--- src/hdl/bsb_ram.sv ---
// Generic simple dual-port RAM (one write port, one read port) with registered read.
`default_nettype none
module bsb_ram #(
  parameter int unsigned Width = 32,
  parameter int unsigned Depth = 64
) (
  input  wire logic                     clk_i,
  input  wire logic                     we_i,
  input  wire logic [$clog2(Depth)-1:0] waddr_i,
  input  wire logic [Width-1:0]         wdata_i,
  input  wire logic [$clog2(Depth)-1:0] raddr_i,
  output      logic [Width-1:0]         rdata_o
);
  logic [Width-1:0] mem_q [Depth];
  always_ff @(posedge clk_i) begin
    if (we_i) begin
      mem_q[waddr_i] <= wdata_i;
    end
    rdata_o <= mem_q[raddr_i];
  end
endmodule
`default_nettype wire

--- config.mk ---
export PLATFORM = sky130hd
export DESIGN_NAME = bsb_ram
export DESIGN_NICKNAME = d
export VERILOG_FILES = /design/src/hdl/bsb_ram.sv
export SDC_FILE = /design/constraint.sdc
export NUM_CORES = 2
export LEC_CHECK = 0
export ABC_CLOCK_PERIOD_IN_PS = 3700
export CAP_MARGIN = 20
export CORE_MARGIN = 8
export CORE_UTILIZATION = 40
export DETAILED_ROUTE_END_ITERATION = 10
export DONT_BUFFER_PORTS = 1
export PLACE_DENSITY = 0.65
export SLEW_MARGIN = 20
export SYNTH_ARGS = -nofsm -noshare
export SYNTH_HDL_FRONTEND = slang
export SYNTH_SLANG_ARGS = --single-unit
--- constraint.sdc ---
create_clock -name clk_i -period 3.7 [get_ports clk_i]
set_clock_uncertainty 0.1 [all_clocks]
set_input_delay 0.37 -clock clk_i [delete_from_list [all_inputs] [get_ports clk_i]]
set_output_delay 0.37 -clock clk_i [all_outputs]
set_load 0.005 [all_outputs]
==> flow_results.org <==
** Status
- The run finished with clean final reports.

** GRT
- Pin count of the biggest net entering global routing :: 514
- Antenna violations before repair :: 6
- Total global routing overflow :: 0
- The first global-routing pass estimated between 200,000 and 300,000 um of wire.
- Vias in the first global route :: 37,576
- GR Util All Layers :: 0.186

** Detailed routing
- In this run, the number of DRC markers left after iteration 0 of detailed routing was 4,316.
- Routed wire length :: approximately 200,000 um
- Detailed-route via count :: 36,853
- In the routed layout, each cell is associated on average with a via count of around 5.8.
- The first detailed-routing pass took 5 iterations.
- DR DRC count :: 0
- In this run the remaining antenna-violating nets after routing total 0.
- After detailed routing, the average wire length per cell comes to approximately 32 um.

** Yosys
- In the post-synthesis netlist, the cell with the most instances is sky130_fd_sc_hd__edfxtp_1.
- Ranked by instance count, the synthesized netlist is headed by sky130_fd_sc_hd__edfxtp_1, sky130_fd_sc_hd__mux4_2, sky130_fd_sc_hd__nor2_1, sky130_fd_sc_hd__mux2i_1, sky130_fd_sc_hd__o22ai_1.
- The share of synthesized area in the top cell type comes to 0.783.
- The number of different library cells used by synthesis comes to 34.
- Most area-consuming cells after synthesis :: sky130_fd_sc_hd__edfxtp_1, sky130_fd_sc_hd__mux4_2, sky130_fd_sc_hd__mux2i_1
- For this run, the leading register cell type out of synthesis is sky130_fd_sc_hd__edfxtp_1.
- EDFF count, synth :: 2,048
- Synthesis handed over a netlist of approximately 3,300 instances.
- Share of synthesized area occupied by flip-flops and latches :: 0.791
- Of all cell types, the one taking the most synthesized area is sky130_fd_sc_hd__edfxtp_1.
- Summed instance area of the synthesized netlist :: 0.0785 sq mm
- Yosys synthesis warning count :: 0
- In the synthesized netlist the async set-or-reset flop fraction comes to 0.
- Register bit count reported by yosys :: around 2,100
- Counting every net in the synthesized netlist gives approximately 3,400.
- After synthesis, the mean cell area works out to approximately 24 sq um.

** Setup path
- Traced cell by cell, the critical path runs through buf_16 > buf_16 > buf_16 > mux4_2 > o22ai_1 > nor2_1 > a21oi_1 > dlygate4sd3_1 > nor2_1 > dlygate4sd3_1.
- CP most frequent cell :: sky130_fd_sc_hd__buf_16
- In this run the critical register-to-register path is captured at rdata_o[10]$_DFF_P_.
- Worst Path Max Fanout :: 57
- The startpoint identified for the worst register-to-register timing path is mem_q[33][10]$_DFFE_PP_.
- Data on the critical path arrives at its endpoint at approximately 4000 ps.
- For the worst flop-to-flop path, the logic depth is 7.
- Worst EP required :: 4330 ps
- By startpoint and endpoint, the worst setup path is classified as in2reg.
- Buffer and inverter count on the worst path :: 5
- Broken down by cell family, the worst path's largest delay share belongs to buffers and inverters.
- Setup slack, reg-to-reg :: 870 ps
- Critical Path Max Stage Delay :: 570 ps
- For this design, the slowest cell found on the critical path is sky130_fd_sc_hd__mux4_2.
- CP Capture Type :: register
- The worst setup path is launched from a primary input.

** Clocking
- Largest buffer count on any clock path :: 3
- The later pin in the worst-skew pair is clocked with a latency of 840 ps.
- Clock tree synthesis inserted a total of 200 buffers.
- Sinks on Clock Net :: roughly 2,100
- Root Driver :: sky130_fd_sc_hd__clkbuf_16
- Clock transition at the registers of the reported paths :: 60 ps
- The H-tree generated during clock tree synthesis spans 4 levels.
- TritonCTS built the clock tree.

** Place
- Detailed-placement wirelength estimate :: 99,900 um
- Final weighted congestion in routability-driven placement :: approximately 0.76
- The placed instances occupy a cell area of ~0.082 sq mm.
- Buffers added on ports :: 0

** Timing
- Total setup violations reported at the end of the flow :: 0
- Fin crit share :: 0.897
- Number of endpoints with negative hold slack in the final report :: 0
- Setup Total Neg Slack :: 0 ps
- Number of pins exceeding their max-slew limit in the final report :: 0
- At the pin with the least slew margin, the transition time is 1160 ps.
- Tmin final :: 3320 ps
- Relative slew slack :: 0.225
- Hold is met by about 80 ps.
- Maximum operating frequency :: 0.301 GHz
- Setup repair after global routing left no endpoint under its margin.

** Floorplan
- FP Rows :: 162
- Chip Height :: 459 um
- The die is 459 um wide.
- IO Count :: 78
- The floorplan step defined a die boundary enclosing 0.211 sq mm.
- Initial Utilization :: 0.403
- Area inside the core boundary :: 0.195 sq mm

** Finish
- Layout cell share with drive strength beyond 1 :: 0.286
- The area growth from synthesis to layout is 15.7%.
- The finished cells cover 0.0908 sq mm.
- Nets :: 3,585
- Sequential cell area :: 0.0621 sq mm
- Summing all multi-input logic gate instances after layout gives ~0.016 sq mm.
- Measured on the finished design, the core utilization comes to 0.466.
- After filler insertion, the fill cell instance count of the layout stands at 15,797.

** Run
- Maximum capacitance violations :: 0

** Power and ir drop
- Maximum vdd ir drop :: 0.000527 V
- Power spread over the standard cell area amounts to 540 mW/mm^2.
- Summed over all cells, the static leakage comes to ~0.028 uW.
- Design Power :: 49,100 uW

** Hold path
- The worst hold path terminates at rdata_o[26]$_DFF_P_.
- The path class of the tightest hold or removal check is in2reg.
- Instance count along the most critical hold path :: 5
- In this run the most critical hold path is launched from raddr_i[5].
[layout make-up]
type	count	area share
timing repair buffer	195	0.0299
clock inverter	105	0.0133
tap	2624	0.0361
antenna	8	0.000220
multi-input combinational	1062	0.176
sequential	2080	0.684
clock buffer	275	0.0606
[report_power, final]
part / internal (uW) / total, uW / switching [uW]
clock: 11800 / 20700 / 8860
sequential: 26100 / 26200 / 124
combinational: 947 / 2170 / 1220
[worst min-delay path: cells and delay by family]
kind	cells	cell delay (ps)
and+or+nand+nor	2	140
buffers and inverters	1	210
AOI/OAI and AO/OA	2	220
[cells in the final DEF (no fill, tap or decap), types with 3 or more instances in the layout]
cell type                       Yosys  layout
sky130_fd_sc_hd__nor2_1           137      75
sky130_fd_sc_hd__clkinv_1           0      29
sky130_fd_sc_hd__dlygate4sd3_1      0      44
sky130_fd_sc_hd__and3_1             4       4
sky130_fd_sc_hd__nand2_1           26      26
sky130_fd_sc_hd__buf_12             0      25
sky130_fd_sc_hd__clkinv_16          0       5
sky130_fd_sc_hd__clkbuf_16          0     203
sky130_fd_sc_hd__inv_16             0       3
sky130_fd_sc_hd__inv_6              0       5
sky130_fd_sc_hd__clkinv_2           0      33
sky130_fd_sc_hd__clkinv_8           0       3
sky130_fd_sc_hd__nor2_4             0      62
sky130_fd_sc_hd__edfxtp_1        2048    2048
sky130_fd_sc_hd__clkinvlp_4         0       6
sky130_fd_sc_hd__mux4_2           544     544
sky130_fd_sc_hd__a311oi_1           8       8
sky130_fd_sc_hd__dfxtp_1           32      32
sky130_fd_sc_hd__nor2b_1           15      15
sky130_fd_sc_hd__a41o_1             4       4
sky130_fd_sc_hd__a22oi_1           12      12
sky130_fd_sc_hd__o32ai_1            4       4
sky130_fd_sc_hd__buf_16             0      39
sky130_fd_sc_hd__clkbuf_1          74      53
sky130_fd_sc_hd__nand3_1            5       5
sky130_fd_sc_hd__or3_1              3       3
sky130_fd_sc_hd__o22ai_1           84      84
sky130_fd_sc_hd__nand3b_1           5       5
sky130_fd_sc_hd__or3b_2             3       3
sky130_fd_sc_hd__bufinv_16          0      19
sky130_fd_sc_hd__o221ai_1          27      27
sky130_fd_sc_hd__nand2b_1           8       7
sky130_fd_sc_hd__mux2i_1           93      93
sky130_fd_sc_hd__a21oi_1           62      62
sky130_fd_sc_hd__clkbuf_8           0      22
sky130_fd_sc_hd__buf_4             25      84
sky130_fd_sc_hd__diode_2            0       8
sky130_fd_sc_hd__nor3_1             7       5
[stage by stage]
stage / cells / worst slack [ps]
floorplan: 3324 / 70.2
CTS: 6332 / 879
detailed placement: 5873 / 738
finish: 6349 / 383
global route: 6341 / 181
global placement: 5873 / 709
[cell families (layout without fill, tap and decap cells)]
logic type | count (synthesis) | count (layout) | share of synthesized area
buf+inv | 182 | 575 | 0.0113
flops | 2080 | 2080 | 0.791
mux | 637 | 637 | 0.168
other cells | 0 | 8 | 0
compound gates | 202 | 202 | 0.0167
simple gates | 223 | 223 | 0.0127
[state kept, by name (all words and copies together), names as in the netlist]
register and cells:
mem_q 2048, rdata_o 32
[timing repair]
item                                    4_1_cts  5_1_grt
hold endpoints to repair                   2096        2
resized for setup                             0        0
hold buffers                                 79        1
endpoints found under the setup margin        0        7
buffers inserted                              0        0
[how the worst max path moves through the flow]
stage,startpoint,to,depth (start not counted)
final,raddr_i[0],rdata_o[23]$_DFF_P_,10
after global routing,raddr_i[0],rdata_o[23]$_DFF_P_,10
after CTS,mem_q[44][10]$_DFFE_PP_,rdata_o[10]$_DFF_P_,7
after detailed placement,raddr_i[0],rdata_o[14]$_DFF_P_,4
after global placement,raddr_i[0],rdata_o[2]$_DFF_P_,4
after floorplan,waddr_i[3],mem_q[48][0]$_DFFE_PP_,4
[layer usage]
layer | share of wire | global-route usage
met1 | 0.40 | 0.257
met2 | 0.48 | 0.302
met3 | 0.083 | 0.0379
met4 | 0.029 | 0.0550
met5 | 0.00017 | 0
Power figures use the tool's default switching activity.
